==> src/sv/pcsst_pkg.sv <==
// Package for the perf counter signal slot table: sizes, codes, item types, event mapping.
package pcsst_pkg;

    localparam int NUM_SETS      = 8;
    localparam int SLOTS_PER_SET = 4;
    localparam int NUM_SLOTS     = NUM_SETS * SLOTS_PER_SET;
    localparam int CODE_W        = 8;
    localparam int DATA_W        = 32;
    localparam int LOAD_CNT      = (SLOTS_PER_SET < 4) ? SLOTS_PER_SET : 4;
    localparam int SET_W         = (NUM_SETS > 1) ? $clog2(NUM_SETS) : 1;
    localparam int SLOT_W        = (SLOTS_PER_SET > 1) ? $clog2(SLOTS_PER_SET) : 1;
    localparam int IDX_W         = (NUM_SLOTS > 1) ? $clog2(NUM_SLOTS) : 1;

    // operation kinds
    localparam logic [1:0] KIND_WATCH   = 2'd0;
    localparam logic [1:0] KIND_UNWATCH = 2'd1;
    localparam logic [1:0] KIND_QUERY   = 2'd2;
    localparam logic [1:0] KIND_LOAD    = 2'd3;

    // status codes
    localparam logic [1:0] STATUS_OK       = 2'd0;
    localparam logic [1:0] STATUS_NO_SPACE = 2'd1;
    localparam logic [1:0] STATUS_NOT_FOUND = 2'd2;

    localparam logic [1:0] EVENT_NONE = 2'd0;

    // chipset numbers
    localparam logic [7:0] CHIP_50 = 8'h50;
    localparam logic [7:0] CHIP_84 = 8'h84;
    localparam logic [7:0] CHIP_86 = 8'h86;
    localparam logic [7:0] CHIP_98 = 8'h98;
    localparam logic [7:0] CHIP_A0 = 8'ha0;
    localparam logic [7:0] CHIP_AC = 8'hac;
    localparam logic [7:0] CHIP_A3 = 8'ha3;
    localparam logic [7:0] CHIP_A5 = 8'ha5;
    localparam logic [7:0] CHIP_A8 = 8'ha8;
    localparam logic [7:0] CHIP_RESET = CHIP_50;

    // signal codes, one row per chipset family, one column per real event
    localparam logic [CODE_W-1:0] CODE_TAB [4][3] = '{
        '{8'hc8, 8'hca, 8'hd2},
        '{8'hbd, 8'hbf, 8'hc7},
        '{8'hc9, 8'hcb, 8'h1c},
        '{8'hcb, 8'hcd, 8'hd5}
    };

    typedef struct packed {
        logic [1:0]        kind;
        logic [1:0]        event_id;
        logic [2:0]        load_set;
        logic [DATA_W-1:0] load_cycles;
        logic [DATA_W-1:0] load_count0;
        logic [DATA_W-1:0] load_count1;
        logic [DATA_W-1:0] load_count2;
        logic [DATA_W-1:0] load_count3;
    } t_in_item;

    typedef struct packed {
        logic [1:0]        status;
        logic [1:0]        slot;
        logic [DATA_W-1:0] cycles_out;
        logic [DATA_W-1:0] value_out;
    } t_out_item;

    typedef struct packed {
        logic              ok;
        logic              set_one;
        logic [CODE_W-1:0] code;
    } t_map;

    // event -> (set, code); unknown chipset gives ok = 0 and code 0
    function automatic t_map map_event(input logic [7:0] chip, input logic [1:0] ev);
        t_map       m;
        logic [1:0] row;
        m.ok      = 1'b1;
        m.set_one = (ev != EVENT_NONE);
        m.code    = '0;
        row       = 2'd0;
        if (ev != EVENT_NONE) begin
            unique case (chip)
                CHIP_50: row = 2'd0;
                CHIP_84, CHIP_86, CHIP_98: row = 2'd1;
                CHIP_A0, CHIP_AC: row = 2'd2;
                CHIP_A3, CHIP_A5, CHIP_A8: row = 2'd3;
                default: m.ok = 1'b0;
            endcase
            if (m.ok) begin
                m.code = CODE_TAB[row][ev - 2'd1];
            end
        end
        return m;
    endfunction

endpackage

==> src/sv/perf_counter_signal_slot_table.sv <==
// Top level of the perf counter signal slot table.
// The result strobe o_done is registered and goes high in the cycle after the accepting edge.
// Throughput: one item every cycle; o_busy stays low, since the slot compare of one
//   set runs in parallel from registers and the table updates at the accepting edge.
// Reset (i_rst_n low, synchronous): all slot codes empty, cycle counts and slot
//   values zero, chip_id back to 0x50. Results cannot be stalled by the receiver.
module perf_counter_signal_slot_table
    import pcsst_pkg::*;
(
    input  logic        i_clk,
    input  logic        i_rst_n,
    input  logic        i_start,
    output logic        o_busy,
    input  t_in_item    i_item,
    input  logic        i_cfg_we,
    input  logic [7:0]  i_cfg_wdata,
    output logic        o_done,
    output t_out_item   o_result
);

    // table state
    logic [CODE_W-1:0] r_codes  [NUM_SLOTS];
    logic [DATA_W-1:0] r_counts [NUM_SLOTS];
    logic [DATA_W-1:0] r_cycles [NUM_SETS];
    logic [7:0]        r_chip_id;

    logic              r_done;
    t_out_item         r_result;

    // lookup for the mapped set
    t_map                  map;
    logic [SET_W-1:0]      map_set;
    logic [SLOTS_PER_SET-1:0] hit_eq;
    logic [SLOTS_PER_SET-1:0] hit_free;
    logic                  any_eq;
    logic                  any_free;
    logic [SLOT_W-1:0]     sel_eq;
    logic [SLOT_W-1:0]     sel_free;
    logic [IDX_W-1:0]      idx_eq;
    logic [IDX_W-1:0]      idx_free;
    logic                  load_ok;
    logic [SET_W-1:0]      load_set;
    logic [DATA_W-1:0]     load_cnt [4];

    // next values
    logic                  code_we;
    logic [IDX_W-1:0]      code_idx;
    logic [CODE_W-1:0]     code_wdata;
    t_out_item             n_result;

    assign o_busy   = 1'b0;
    assign o_done   = r_done;
    assign o_result = r_result;

    always_comb begin
        map     = map_event(r_chip_id, i_item.event_id);
        map_set = SET_W'(map.set_one);
        for (int i = 0; i < SLOTS_PER_SET; i++) begin
            hit_eq[i]   = (r_codes[IDX_W'(int'(map.set_one) * SLOTS_PER_SET + i)] == map.code);
            hit_free[i] = hit_eq[i] ||
                          (r_codes[IDX_W'(int'(map.set_one) * SLOTS_PER_SET + i)] == '0);
        end
        // first hit wins: scan from the top down
        sel_eq   = '0;
        sel_free = '0;
        for (int i = SLOTS_PER_SET - 1; i >= 0; i--) begin
            if (hit_eq[i]) begin
                sel_eq = SLOT_W'(i);
            end
            if (hit_free[i]) begin
                sel_free = SLOT_W'(i);
            end
        end
        any_eq   = |hit_eq;
        any_free = |hit_free;
        idx_eq   = IDX_W'(int'(map.set_one) * SLOTS_PER_SET + int'(sel_eq));
        idx_free = IDX_W'(int'(map.set_one) * SLOTS_PER_SET + int'(sel_free));

        load_ok  = (int'(i_item.load_set) < NUM_SETS);
        load_set = SET_W'(i_item.load_set);
        load_cnt[0] = i_item.load_count0;
        load_cnt[1] = i_item.load_count1;
        load_cnt[2] = i_item.load_count2;
        load_cnt[3] = i_item.load_count3;

        code_we    = 1'b0;
        code_idx   = idx_eq;
        code_wdata = map.code;
        n_result   = '{status: STATUS_NOT_FOUND, slot: 2'd0,
                       cycles_out: '0, value_out: '0};

        unique case (i_item.kind)
            KIND_WATCH: begin
                if (map.ok) begin
                    if (any_free) begin
                        code_we         = 1'b1;
                        code_idx        = idx_free;
                        n_result.status = STATUS_OK;
                        n_result.slot   = 2'(sel_free);
                    end else begin
                        n_result.status = STATUS_NO_SPACE;
                    end
                end
            end
            KIND_UNWATCH: begin
                if (map.ok && any_eq) begin
                    code_we         = 1'b1;
                    code_wdata      = '0;
                    n_result.status = STATUS_OK;
                    n_result.slot   = 2'(sel_eq);
                end
            end
            KIND_QUERY: begin
                // chipset error is not checked here: unknown chip looks up code 0
                if (any_eq) begin
                    n_result.status     = STATUS_OK;
                    n_result.slot       = 2'(sel_eq);
                    n_result.cycles_out = r_cycles[map_set];
                    n_result.value_out  = r_counts[idx_eq];
                end
            end
            KIND_LOAD: begin
                if (load_ok) begin
                    n_result.status = STATUS_OK;
                end
            end
            default: begin
            end
        endcase
    end

    always_ff @(posedge i_clk) begin
        if (!i_rst_n) begin
            r_chip_id <= CHIP_RESET;
            r_done    <= 1'b0;
            r_result  <= '0;
            for (int k = 0; k < NUM_SLOTS; k++) begin
                r_codes[k]  <= '0;
                r_counts[k] <= '0;
            end
            for (int s = 0; s < NUM_SETS; s++) begin
                r_cycles[s] <= '0;
            end
        end else begin
            if (i_cfg_we) begin
                r_chip_id <= i_cfg_wdata;
            end
            r_done <= i_start;
            if (i_start) begin
                r_result <= n_result;
                if (code_we) begin
                    r_codes[code_idx] <= code_wdata;
                end
                if (i_item.kind == KIND_LOAD && load_ok) begin
                    r_cycles[load_set] <= i_item.load_cycles;
                    for (int i = 0; i < LOAD_CNT; i++) begin
                        r_counts[IDX_W'(int'(load_set) * SLOTS_PER_SET + i)] <= load_cnt[i];
                    end
                end
            end
        end
    end

endmodule

==> config.mk <==
export PLATFORM = sky130hd
export DESIGN_NAME = perf_counter_signal_slot_table
export DESIGN_NICKNAME = d
export VERILOG_FILES = /design/src/sv/pcsst_pkg.sv /design/src/sv/perf_counter_signal_slot_table.sv
export SDC_FILE = /design/constraint.sdc
export NUM_CORES = 1
export LEC_CHECK = 0
export BUFFER_PORTS_ARGS = -buffer_cell sky130_fd_sc_hd__buf_2
export CORE_MARGIN = 1.5
export CORE_UTILIZATION = 59
export DETAILED_ROUTE_END_ITERATION = 12
export PLACE_DENSITY = 0.87
export SYNTH_ARGS = -nofsm -noshare
export SYNTH_HDL_FRONTEND = slang
export SYNTH_SLANG_ARGS = --single-unit
export TNS_END_PERCENT = 100
==> constraint.sdc <==
create_clock -name i_clk -period 8.97 [get_ports i_clk]
set_input_delay 0.897 -clock i_clk [delete_from_list [all_inputs] [get_ports i_clk]]
set_output_delay 0.897 -clock i_clk [all_outputs]
set_load 0.05 [all_outputs]
# == After elaboration in Yosys (flattened, before gate mapping) ==
# Memories as Yosys holds them, arrays and structs flattened.
# Cells that the tools add are included.
# classes
mux,65
bitwise_logic,2
eq_ne,16
addsub,9
reduce_logical,23
magnitude_cmp,2
# op_table
op,n
$mux W32,5
$reduce_or A32 Y1,5
$mux W68,1
$eq A8 B8 Y1 const B,8
$mux W64,1
$mux W8,7
$bmux W24 S2,1
$mux W24,2
$eq A8 B8 Y1,4
$logic_not A8 Y1,4
$mux W5,5
$mux W1,22
$mux W2,10
$mux W4,5
$bmux W8 S2,1
$pmux W2 S3,2
$add A5 B2 Y5 const B,2
$reduce_or A9 Y1,1
$add A3 B2 Y4,2
$add A3 B2 Y4 const B,2
$eq A8 B7 Y1 const B,1
$pmux W2 S4,1
$reduce_or A4 Y1,2
$reduce_or A8 Y1,1
15 further kinds,22
# totals
memories,3
out_inout_bits,70
inputBits,179
reg_bits,77
ram_bits,1536
word_cells,126
# mem_list
name,depth,width,rd,rd_clocked_by_memory_dff,write_ports,line,source
r_counts,32,32,1,0,32,perf_counter_signal_slot_table.sv:23,logic [DATA_W-1:0] r_counts [NUM_SLOTS];
r_codes,32,8,4,0,32,perf_counter_signal_slot_table.sv:22,logic [CODE_W-1:0] r_codes [NUM_SLOTS];
r_cycles,8,32,1,0,8,perf_counter_signal_slot_table.sv:24,logic [DATA_W-1:0] r_cycles [NUM_SETS];

# == Longest topological paths before layout ==
# Gate-level depths: netlist of the first run.
# depth
ltp_word,25
mapped_depth,18
mapped_depth_nobuf,13

# == Worst setup path before layout of the first run ==
# No wires, ideal clock.
# synth_timing
path_kind,input to register
from,input i_rst_n
to,"memory r_counts[0][0], enable pin"
stages,6
t_required_ns,8.422
arrival_ns,6.237
slack_ns,2.185
setup_ns,0.548
cell_sequence,nand2_1 nor4_1 nor2b_1 clkbuf_1 clkbuf_1 nand2b_1
# synth_rtl
element,line,source
start: declaration,perf_counter_signal_slot_table.sv:11,"input logic i_rst_n,"
end: declaration,perf_counter_signal_slot_table.sv:23,

==> reports/qor.csv, run 1 <==
stage,metric,value,unit
die,placeableCoreArea,0.03540,mm^2
synth,synth_area,0.02111,mm^2
min_path,startpoint_of_the_worst_hold_path,o_result[53]$_SDFFE_PN0P_,
cts,clk_pin_slew,60,ps
setup_path,worst_r2r_startpoint,r_chip_id[2]$_SDFFE_PN0P_,
cts,post_cts_resized,0,
timing,timing.slew.headroom,0.1212,
cts,postCtsSetupBuffers,0,
drt,drt_pre_antenna_iters,6,
drt,routed-via-count,15460,
cts,numCtsBuffers,47,
synth,yosys.cell_count.top_type,edfxtp_1,
setup_path,critical_path.slowest_cell,nor3_1,
drt,vias_per_cell,6.286,
finish,finish.net_count,2120,
die,die_w,192.1,um
timing,final.setup.tns,0,ps
synth,synth-seq-cells,461,
finish,nFillCells,2456,
setup_path,timing.critical_path.slowest_cell_delay,990,ps
die,placement_row_count,69,
timing,layout_worst_path_cycle_share,0.7170,
place,placement.io_buffers,247,
global_route,global_route.usage.total,0.2955,
cts,tritoncts,done,
global_route,antenna_violations_before_repair,20,
cts,clock_latency,580,ps
place,gp_congestion,0.9570,
synth,yosysWarnings,0,
synth,yosysTopAreaCell,edfxtp_1,
cts,cts.htree.levels,2,
finish,final-seq-area,0.01307,mm^2
outcome,status,"complete, no violations",
global_route,grt_overflow,0,
timing,setup_viol,0,
flow_run,maxCapViolations,0,
die,num_io_pins,249,
synth,synth.area.top_cells,"edfxtp_1 55%, dfxtp_1 7.3%, mux2i_1 6.0%, and3_1 5.8%, and2_1 4.8%",
cts,postCtsHoldBufs,0,
finish,multiInputGateArea,0.007629,mm^2
cts,cts_root_buffer,clkbuf_16,
timing,timing.clock.skew,26.89,ps
finish,post_route_cells_drive_above_1_share,0.1940,
setup_path,cp.required,9150,ps
place,estimated_wirelength_of_the_detail_placed_design,34.06,mm
setup_path,worst-setup-path-type,primary input to flop,
synth,synth_top_area_frac,0.5464,
synth,async_reset_ff_frac,0,
drt,totalWireLength,55.76,mm
die,initial_utilization,0.5963,
die,fp.dieH,192.1,um
timing,tightest_slew,1308,ps
synth,number_of_synthesized_flops_with_an_enable_pin,384,
min_path,hp-class,flop to flop,
timing,fmax_achieved,155.5,MHz
synth,synthDistinctLibCells,78,
setup_path,timing.critical_path.max_delay_family,simple AND/OR/NAND/NOR gates,
synth,avgSynthCellArea,12.18,um^2
drt,count_of_unresolved_drc_violations_after_routing,0,
synth,dominantRegCellSynth,edfxtp_1,
power_and_ir_drop,power.static_leakage,9.657,nW
synth,yosysSeqAreaShare,0.6194,
global_route,vias_in_the_first_global_route,15020,
drt,final_antenna_net_count,0,
setup_path,crit_path_end_kind,flop,
cts,cts_sinks,461,
timing,rsz0062_at_grt,false,
setup_path,crit_chain,"buf_2, inv_2, ha_4, buf_12, mux2_2, nor2b_1, nand2_1, mux2i_1, nor2_1, nor3_1, nor2_1, a311oi_2, nand2_1, o21ai_0",
power_and_ir_drop,power.ir.vdd_worst,165.9,uV
cts,clockBufferDepth,3,
power_and_ir_drop,power.density,198.2,mW/mm^2
setup_path,crit_path_start,i_item[163],
timing,final_hold_fails,0,
drt,drt-initial-drc-count,1684,
synth,synthCells,1733,
timing,timing.hold.ws,442.5,ps
setup_path,worst-endpoint-arrival,6610,ps
timing,finalWorstPathRequiredPeriod,6431,ps
finish,area_overhead_of_the_layout_relative_to_synthesis,15.49,%
die,design.die.area,0.03692,mm^2
synth,netlist_top_cells_count,"384 x edfxtp_1, 197 x and3_1, 163 x and2_1, 126 x mux2i_1, 117 x clkbuf_1",
global_route,grt_pass1_wl,83.28,mm
setup_path,timing.critical_path.from_type,primary input,
setup_path,timing.critical_path.fanout_max,172,
setup_path,cp_num_buf_inv,3,
drt,avgRoutedWirePerCell,22.67,um
global_route,maximum_number_of_pins_on_one_net_before_global_route_repair,173,
timing,drv_slew,0,
[layer usage]
| metal | vias to the layer above | part of all wire | global-route usage |
|---|---|---|---|
| met1 | 7521 | 0.38 | 0.3955 |
| met3 | 164 | 0.096 | 0.05481 |
| met4 | 4 | 0.040 | 0.1357 |
| met5 | - | 0.00048 | 0 |
| li1 | 6897 | - | - |
| met2 | 871 | 0.48 | 0.4700 |
[final timing paths]
check | endpoint | slack, ps | depth (start not counted)
max | r_codes[4][3]$_SDFFCE_PN0P_ | 2540 | 14
min | o_result[53]$_SDFFE_PN0P_ | 440 | 2
max reg2reg | r_codes[4][3]$_SDFFCE_PN0P_ | 3110 | 11
min reg2reg | o_result[53]$_SDFFE_PN0P_ | 440 | 2
[worst min-delay path, cell delays in order (launching register included)]
cell and delay (ps):
dfxtp_1 310, nand2_1 40, o21ai_0 50
[sequential cells by signal, summed over array words and instances (netlist names)]
| register | count |
|---|---|
| r_codes | 64 |
| r_counts | 256 |
| o_done | 1 |
| r_chip_id | 8 |
| r_cycles | 64 |
| o_result | 68 |
[cell families after synthesis]
group	count (synthesis)	share of synthesized area
AO/OA/AOI/OAI	280	0.09047
XOR/XNOR	16	0.006995
adder cells (fa/ha/maj)	1	0.0005927
buffers and inverters	153	0.02935
flip-flops	461	0.6194
multiplexers	134	0.06403
other	1	0.0001777
AND/OR/NAND/NOR	687	0.1890
[stage by stage]
stage / util / power, W / worst slack, ps / instance area, um^2 / instances
finish: 0.6886 / 0.004830 / 2539 / 24370 / 2459
floorplan: - / 0.002711 / 2185 / 21230 / 1765
CTS: 0.6872 / 0.004827 / 2669 / 24330 / 2440
global route: 0.6884 / 0.004957 / 2124 / 24370 / 2456
global placement: 0.6419 / 0.002821 / 2354 / 22720 / 2352
detailed placement: 0.6419 / 0.002835 / 2114 / 22720 / 2352
[area by class of cell]
cell class | count | share of cell area
clock buffers | 68 | 0.05570
repair buffers | 266 | 0.05719
inverters | 13 | 0.002002
diodes | 19 | 0.001951
clock inverters | 20 | 0.01016
flip-flops and latches | 461 | 0.5363
multi-input cells | 1151 | 0.3130
well taps | 461 | 0.02367
[cell usage in the layout (no fill, tap or decap), types with 4 or more instances in the layout]
cell type / n
mux2i_1: 126
mux2_2: 8
bufinv_16: 5
buf_4: 19
clkbuf_1: 13
o31ai_1: 34
or3_1: 63
edfxtp_1: 384
nand2_1: 74
nand2b_1: 8
o211ai_1: 7
xnor2_1: 5
xor2_1: 10
clkbuf_16: 49
nor4_1: 7
diode_2: 19
nand4_1: 4
buf_2: 246
or4_1: 6
inv_1: 12
clkinv_2: 6
a21oi_1: 42
nor2_1: 51
and3_1: 197
a31oi_1: 6
conb_1: 33
o21ai_0: 75
and2_1: 163
nor3_1: 19
nand3_1: 47
nor2b_1: 12
nor3b_1: 7
clkinv_1: 4
dfxtp_1: 77
a22oi_1: 63
clkbuf_8: 6
[where the power goes]
part	internal (W)	switching, W	total (W)
clock network	0.00120	0.000829	0.00203
registers	0.00242	0.0000389	0.00246
logic	0.000120	0.000225	0.000345
total	0.00374	0.00109	0.00483
Power figures use the tool's default switching activity.
==> run 2, diff against run 1 <==
ABC_AREA = 1   (was not set)
PLACE_DENSITY = 0.86   (was 0.87)
clock period = 5.99 ns   (was 8.97 ns; I/O delays follow)
==> reports/qor.csv, run 2 <==
stage,metric,value,unit
cts,clock_latency,570,ps
setup_path,rr_worst_depth,18,
timing,final.setup.tns,0,ps
synth,dominantRegCellSynth,edfxtp_1,
min_path,startpoint_of_the_worst_hold_path,i_cfg_wdata[4],
global_route,vias_in_the_first_global_route,17000,
synth,yosysWarnings,0,
drt,avgRoutedWirePerCell,17.86,um
timing,final_hold_fails,0,
timing,drv_slew,0,
setup_path,worst_r2r_startpoint,r_chip_id[0]$_SDFFE_PN0P_,
cts,cts_sinks,461,
synth,synth_area,0.02187,mm^2
die,num_io_pins,249,
finish,final_area,0.02495,mm^2
cts,clockBufferDepth,3,
finish,fin_cells,3131,
die,placeableCoreArea,0.03652,mm^2
die,placement_row_count,70,
timing,setup_viol,0,
cts,tritoncts,done,
setup_path,timing.rr.end,o_result[4]$_SDFFE_PN0P_,
synth,yosys.cell_count.top_type,nor2_1,
timing,tightest_slew,1173,ps
synth,synth.area.top_cells,"edfxtp_1 53%, nor2_1 7.2%, dfxtp_1 7.0%, nand3_1 6.9%, inv_1 6.6%",
die,design.die.area,0.03824,mm^2
drt,drt-initial-drc-count,1589,
timing,fmax_achieved,215.2,MHz
place,placement.io_buffers,247,
power_and_ir_drop,power.density,285.3,mW/mm^2
place,gp_congestion,0.9049,
cts,cts_root_buffer,clkbuf_16,
synth,synth-seq-cells,461,
cts,numCtsBuffers,47,
finish,post_route_cells_drive_above_1_share,0.1566,
drt,routed-via-count,17360,
finish,largest_reg_flops,256,
min_path,hp-class,primary input to flop,
cts,clk_pin_slew,60,ps
timing,final.setup.worst_slack,1343,ps
setup_path,timing.critical_path.from_type,primary input,
setup_path,crit_chain,"buf_2, inv_1, ha_4, buf_4, o21ai_0, inv_1, nand2_1, nand2_1, inv_1, nand3_1, nor2_1, nand3_2, nand2_1, nand2_4, buf_4, nand3b_1, nand3_1, nand3_1, nand3_1, nand2_1",
setup_path,cp.required,6430,ps
setup_path,timing.critical_path.slowest_cell_delay,720,ps
power_and_ir_drop,power.static_leakage,11.58,nW
finish,area_overhead_of_the_layout_relative_to_synthesis,14.08,%
die,die_w,195.5,um
cts,post_cts_resized,0,
min_path,cell_depth_of_the_worst_min_delay_path,3,
flow_run,maxCapViolations,0,
drt,vias_per_cell,5.543,
cts,cts.htree.levels,2,
synth,synthDistinctLibCells,36,
synth,yosysTopAreaCell,edfxtp_1,
finish,layout.cells.most_common_list,"421 x nor2_1, 384 x inv_1, 384 x edfxtp_1",
synth,synth_compound_area_frac,0.02923,
global_route,global_route.usage.total,0.2915,
drt,final_antenna_net_count,0,
synth,avgSynthCellArea,9.094,um^2
setup_path,timing.critical_path.fanout_max,68,
synth,async_reset_ff_frac,0,
global_route,grt_pass1_wl,87.53,mm
setup_path,worst-setup-path-type,primary input to flop,
drt,count_of_unresolved_drc_violations_after_routing,0,
outcome,status,"complete, no violations",
synth,synth_top_area_frac,0.5272,
synth,synth_top_family_by_area,simple AND/OR/NAND/NOR gates,
timing,rsz0062_at_grt,false,
finish,layout_commonest_cell,nor2_1,
global_route,maximum_number_of_pins_on_one_net_before_global_route_repair,161,
timing,timing.clock.skew,16.13,ps
synth,number_of_synthesized_flops_with_an_enable_pin,384,
setup_path,worst-endpoint-arrival,5090,ps
drt,totalWireLength,55.93,mm
global_route,antenna_violations_before_repair,6,
die,initial_utilization,0.5989,
cts,postCtsHoldBufs,0,
synth,post_synth_mux_area_share,0.004576,
place,post-place-cells,3038,
setup_path,r2r_setup_slk,1460,ps
finish,regMostFlops,r_counts,
cts,postCtsSetupBuffers,0,
place,post-place-ws,899.6,ps
min_path,hold-path-endpoint,r_chip_id[4]$_SDFFE_PN1P_,
synth,synthCells,2405,
finish,nFillCells,2705,
synth,synth_adder_area_share,0.0005720,
global_route,grt_overflow,0,
power_and_ir_drop,power.ir.vdd_worst,223.0,uV
die,fp.dieH,195.5,um
finish,finish.net_count,2799,
drt,drt_pre_antenna_iters,6,
timing,timing.slew.headroom,0.2182,
timing,layout_worst_path_cycle_share,0.7757,
timing,finalWorstPathRequiredPeriod,4647,ps
synth,post_synth_and_or_nand_nor_area_fraction,0.2689,
synth,synth_xor_area_frac,0.002002,
place,estimated_wirelength_of_the_detail_placed_design,35.36,mm
setup_path,crit_path_end_kind,flop,
place,placed_cell_areas,0.02344,mm^2
synth,netlist_top_cells_count,"422 x nor2_1, 384 x edfxtp_1, 384 x inv_1, 374 x nand2_1, 303 x nand3_1",
setup_path,critical_path.slowest_cell,buf_4,
synth,yosysSeqAreaShare,0.5977,
## run 2: changes by cell type in the layout (fill, tap and decap cells not counted), sizes merged, moves of 33 or more
cell,delta
or3,-63
nand2,+317
and3,-197
mux2i,-116
inv,+385
nand3b,+97
nand3,+265
a22oi,-63
nor2,+378
and2,-164
a21oi,-33
## run 2: logic make-up (layout without fill, tap and decap cells)
family,count (synthesis),count (layout)
adders and majority gates,1,1
and+or+nand+nor,1284,1284
muxes,10,10
xor gates and xnor gates,5,5
other,1,39
AOI/OAI and AO/OA,113,113
buffers and inverters,530,750
DFF,461,461
## run 2: cell type report
| cell class | count | area [um^2] | share of cell area |
|---|---|---|---|
| flip-flops and latches | 461 | 13070 | 0.5239 |
| multi-input cells | 1446 | 6870 | 0.2753 |
| inverters | 396 | 1489 | 0.05967 |
| repair buffers | 267 | 1424 | 0.05706 |
| clock buffers | 64 | 1270 | 0.05090 |
| well taps | 468 | 585.6 | 0.02347 |
| clock inverters | 23 | 226.5 | 0.009076 |
| diodes | 6 | 15.01 | 0.0006017 |
## run 2: critical path: cells and delay by family
kind                       cells  cell delay (ps)
AOI/OAI and AO/OA              1              430
adders and majority gates      1              410
buffers and inverters          6             1900
and+or+nand+nor               12             1620
## run 2: worst max-delay path by stage
| stage | from | end | slack (ps) |
|---|---|---|---|
| floorplan | i_item[165] | r_counts[0][0]$_SDFFCE_PN0P_ | 400 |
| global placement | i_item[163] | o_result[12]$_SDFFE_PN0P_ | 980 |
| detailed placement | i_item[163] | o_result[7]$_SDFFE_PN0P_ | 900 |
| CTS | i_item[163] | o_result[4]$_SDFFE_PN0P_ | 1430 |
| global route | i_item[163] | o_result[6]$_SDFFE_PN0P_ | 990 |
| finish | i_item[163] | o_result[30]$_SDFFE_PN0P_ | 1340 |
## run 2: where the power goes
group          internal (W)  switching [W]  leakage, nW
Combinational      0.000180       0.000405         6.54
Clock               0.00166        0.00121        0.732
Sequential          0.00362      0.0000449         4.31
## run 2: per-layer routing
layer  vias up  global-route usage  share of wire
li1       8177                   -              -
met3       127             0.04007          0.081
met1      8199              0.3823           0.39
met2       852              0.4938           0.49
met4         0              0.1140          0.032
met5         -                   0              0
## run 2: stage by stage
stage | hold slack (ps) | total power (W) | util
after detailed placement | 433.5 | 0.004302 | 0.6418
after CTS | 258.5 | 0.007125 | 0.6828
after global routing | 265.6 | 0.007334 | 0.6832
after floorplan | 488.7 | 0.004108 | -
after global placement | 435.8 | 0.004282 | 0.6418
final | 280.5 | 0.007120 | 0.6832
==> run 3, diff against run 2 <==
ABC_AREA = 0   (was 1)
PLACE_DENSITY = 0.87   (was 0.86)
clock period = 4.8 ns   (was 5.99 ns; I/O delays follow)
==> reports/qor.csv, run 3 (synthesis results as in run 1) <==
stage,metric,value,unit
outcome,status,"complete, no violations",
setup_path,crit_top_cell,buf_4,
cts,tritoncts,done,
finish,largest_reg_flops,256,
power_and_ir_drop,power.ir.vdd_worst,316.6,uV
cts,cts_sinks,461,
timing,tightest_slew,1145,ps
finish,area_overhead_of_the_layout_relative_to_synthesis,16.75,%
cts,postCtsSetupBuffers,0,
global_route,maximum_number_of_pins_on_one_net_before_global_route_repair,117,
timing,final.setup.tns,0,ps
die,placeableCoreArea,0.03540,mm^2
timing,final_hold_fails,0,
timing,timing.slew.headroom,0.2366,
die,placement_row_count,69,
timing,drv_slew,0,
power_and_ir_drop,p_seq_frac,0.515,
global_route,grt_overflow,0,
global_route,vias_in_the_first_global_route,15200,
drt,vias_per_cell,6.177,
drt,count_of_unresolved_drc_violations_after_routing,0,
timing,timing.clock.skew,29.62,ps
timing,setup_viol,0,
drt,drt-initial-drc-count,1567,
cts,cts_root_buffer,clkbuf_16,
setup_path,timing.critical_path.slowest_cell_delay,590,ps
global_route,global_route.usage.total,0.3059,
drt,final_antenna_net_count,0,
drt,avgRoutedWirePerCell,22.93,um
finish,layout_commonest_cell,edfxtp_1,
flow_run,maxCapViolations,0,
die,initial_utilization,0.5963,
cts,numCtsBuffers,46,
power_and_ir_drop,power.internal,0.006888,W
setup_path,cp.required,5070,ps
power_and_ir_drop,power.density,361.1,mW/mm^2
power_and_ir_drop,power.share.combinational,0.075,
finish,finish.net_count,2156,
setup_path,worst-setup-path-type,flop to flop,
finish,layout.cells.most_common_list,"384 x edfxtp_1, 246 x buf_2, 197 x and3_1",
cts,postCtsHoldBufs,0,
finish,nFillCells,2501,
finish,post_route_cells_drive_above_1_share,0.2087,
cts,clock_latency,590,ps
setup_path,crit_path_end_kind,flop,
timing,rsz0062_at_grt,false,
power_and_ir_drop,netSwitchingPower,0.002009,W
finish,final_util,0.6961,
drt,routed-via-count,15380,
place,placement.io_buffers,247,
global_route,grt_pass1_wl,85.59,mm
setup_path,timing.critical_path.fanout_max,12,
die,design.die.area,0.03692,mm^2
cts,clk_pin_slew,60,ps
min_path,hp-class,primary input to flop,
setup_path,worst-endpoint-arrival,4790,ps
setup_path,timing.critical_path.from_type,flop,
cts,clockBufferDepth,3,
drt,drt_pre_antenna_iters,5,
place,estimated_wirelength_of_the_detail_placed_design,35.72,mm
die,num_io_pins,249,
die,die_w,192.1,um
drt,totalWireLength,57.09,mm
finish,regMostFlops,r_counts,
setup_path,critical_path.slowest_cell,dfxtp_1,
setup_path,crit_chain,"nor4b_1, a21oi_1, a21o_2, a211oi_4, nand2_1, xor2_1, or4_4, a211o_1, a2111oi_4, buf_4, nor2_1, o21ai_0, buf_4",
cts,post_cts_resized,0,
timing,finalWorstPathRequiredPeriod,4522,ps
place,gp_congestion,1.016,
power_and_ir_drop,power.static_leakage,9.836,nW
die,fp.dieH,192.1,um
power_and_ir_drop,p_sw_frac,0.2258,
timing,layout_worst_path_cycle_share,0.9421,
timing,fmax_achieved,221.1,MHz
power_and_ir_drop,clockPowerShare,0.409,
cts,cts.htree.levels,2,
global_route,antenna_violations_before_repair,20,
## run 3: cell count changes in the layout (fill, tap and decap cells not counted), sizes merged, moves of 63 or more
| cell | before | now |
|---|---|---|
| nand3b | 97 | 0 |
| nand2 | 392 | 75 |
| nand3 | 312 | 47 |
| mux2i | 10 | 126 |
| and2 | 0 | 164 |
| a22oi | 0 | 63 |
| and3 | 0 | 197 |
| or3 | 0 | 63 |
| nor2 | 432 | 54 |
| inv | 400 | 14 |
## run 3: stage by stage
step	hold slack (ps)	instance area [um^2]	setup slack, ps	std cells	total power, W
after floorplan	493.2	21230	213.7	1765	0.005054
after global placement	432.4	23050	192.0	2389	0.005293
after detailed placement	439.8	23050	-43.26	2389	0.005320
after CTS	111.5	24580	232.4	2473	0.008917
after global routing	140.1	24630	37.51	2486	0.009161
final	130.5	24640	277.7	2490	0.008897
## run 3: layout make-up
| type | count | area (um^2) | share of cell area |
|---|---|---|---|
| tap | 461 | 576.8 | 0.02341 |
| inverter | 13 | 48.80 | 0.001980 |
| timing repair buffer | 303 | 1722 | 0.06987 |
| multi-input combinational | 1151 | 7642 | 0.3102 |
| clock inverter | 22 | 264.0 | 0.01071 |
| antenna | 17 | 42.54 | 0.001727 |
| clock buffer | 62 | 1271 | 0.05159 |
| sequential | 461 | 13070 | 0.5305 |
## run 3: routing by layer
layer	track usage	vias to the layer above	routed length [um]
li1	-	6951	-
met1	0.3842	7542	21460
met2	0.5100	738	28370
met3	0.06742	140	5133
met4	0.1336	10	2062
met5	0	-	61
## run 3: path summary, 6_finish.rpt
| path | start | to | slack (ps) | cells past startpoint |
|---|---|---|---|---|
| setup / recovery | r_chip_id[2]$_SDFFE_PN0P_ | r_codes[1][3]$_SDFFCE_PN0P_ | 280 | 13 |
| hold / removal | i_cfg_wdata[6] | r_chip_id[6]$_SDFFE_PN1P_ | 130 | 3 |
| setup reg to reg | r_chip_id[2]$_SDFFE_PN0P_ | r_codes[1][3]$_SDFFCE_PN0P_ | 280 | 13 |
| hold reg to reg | o_result[58]$_SDFFE_PN0P_ | o_result[58]$_SDFFE_PN0P_ | 450 | 2 |
## run 3: critical path, delay by kind of cell, from the launching register on
family	cells	cell delay (ps)
xor+xnor	1	220
compound gates	6	1920
simple gates	4	1050
buf+inv	2	420
flops	1	590
## run 3: power groups by stage
stage,clock (W),sequential (W),combinational [W]
after floorplan,0,0.00467,0.000389
after global placement,0,0.00465,0.000640
after detailed placement,0,0.00467,0.000655
after CTS,0.00368,0.00458,0.000660
after global routing,0.00384,0.00460,0.000722
final,0.00364,0.00458,0.000670
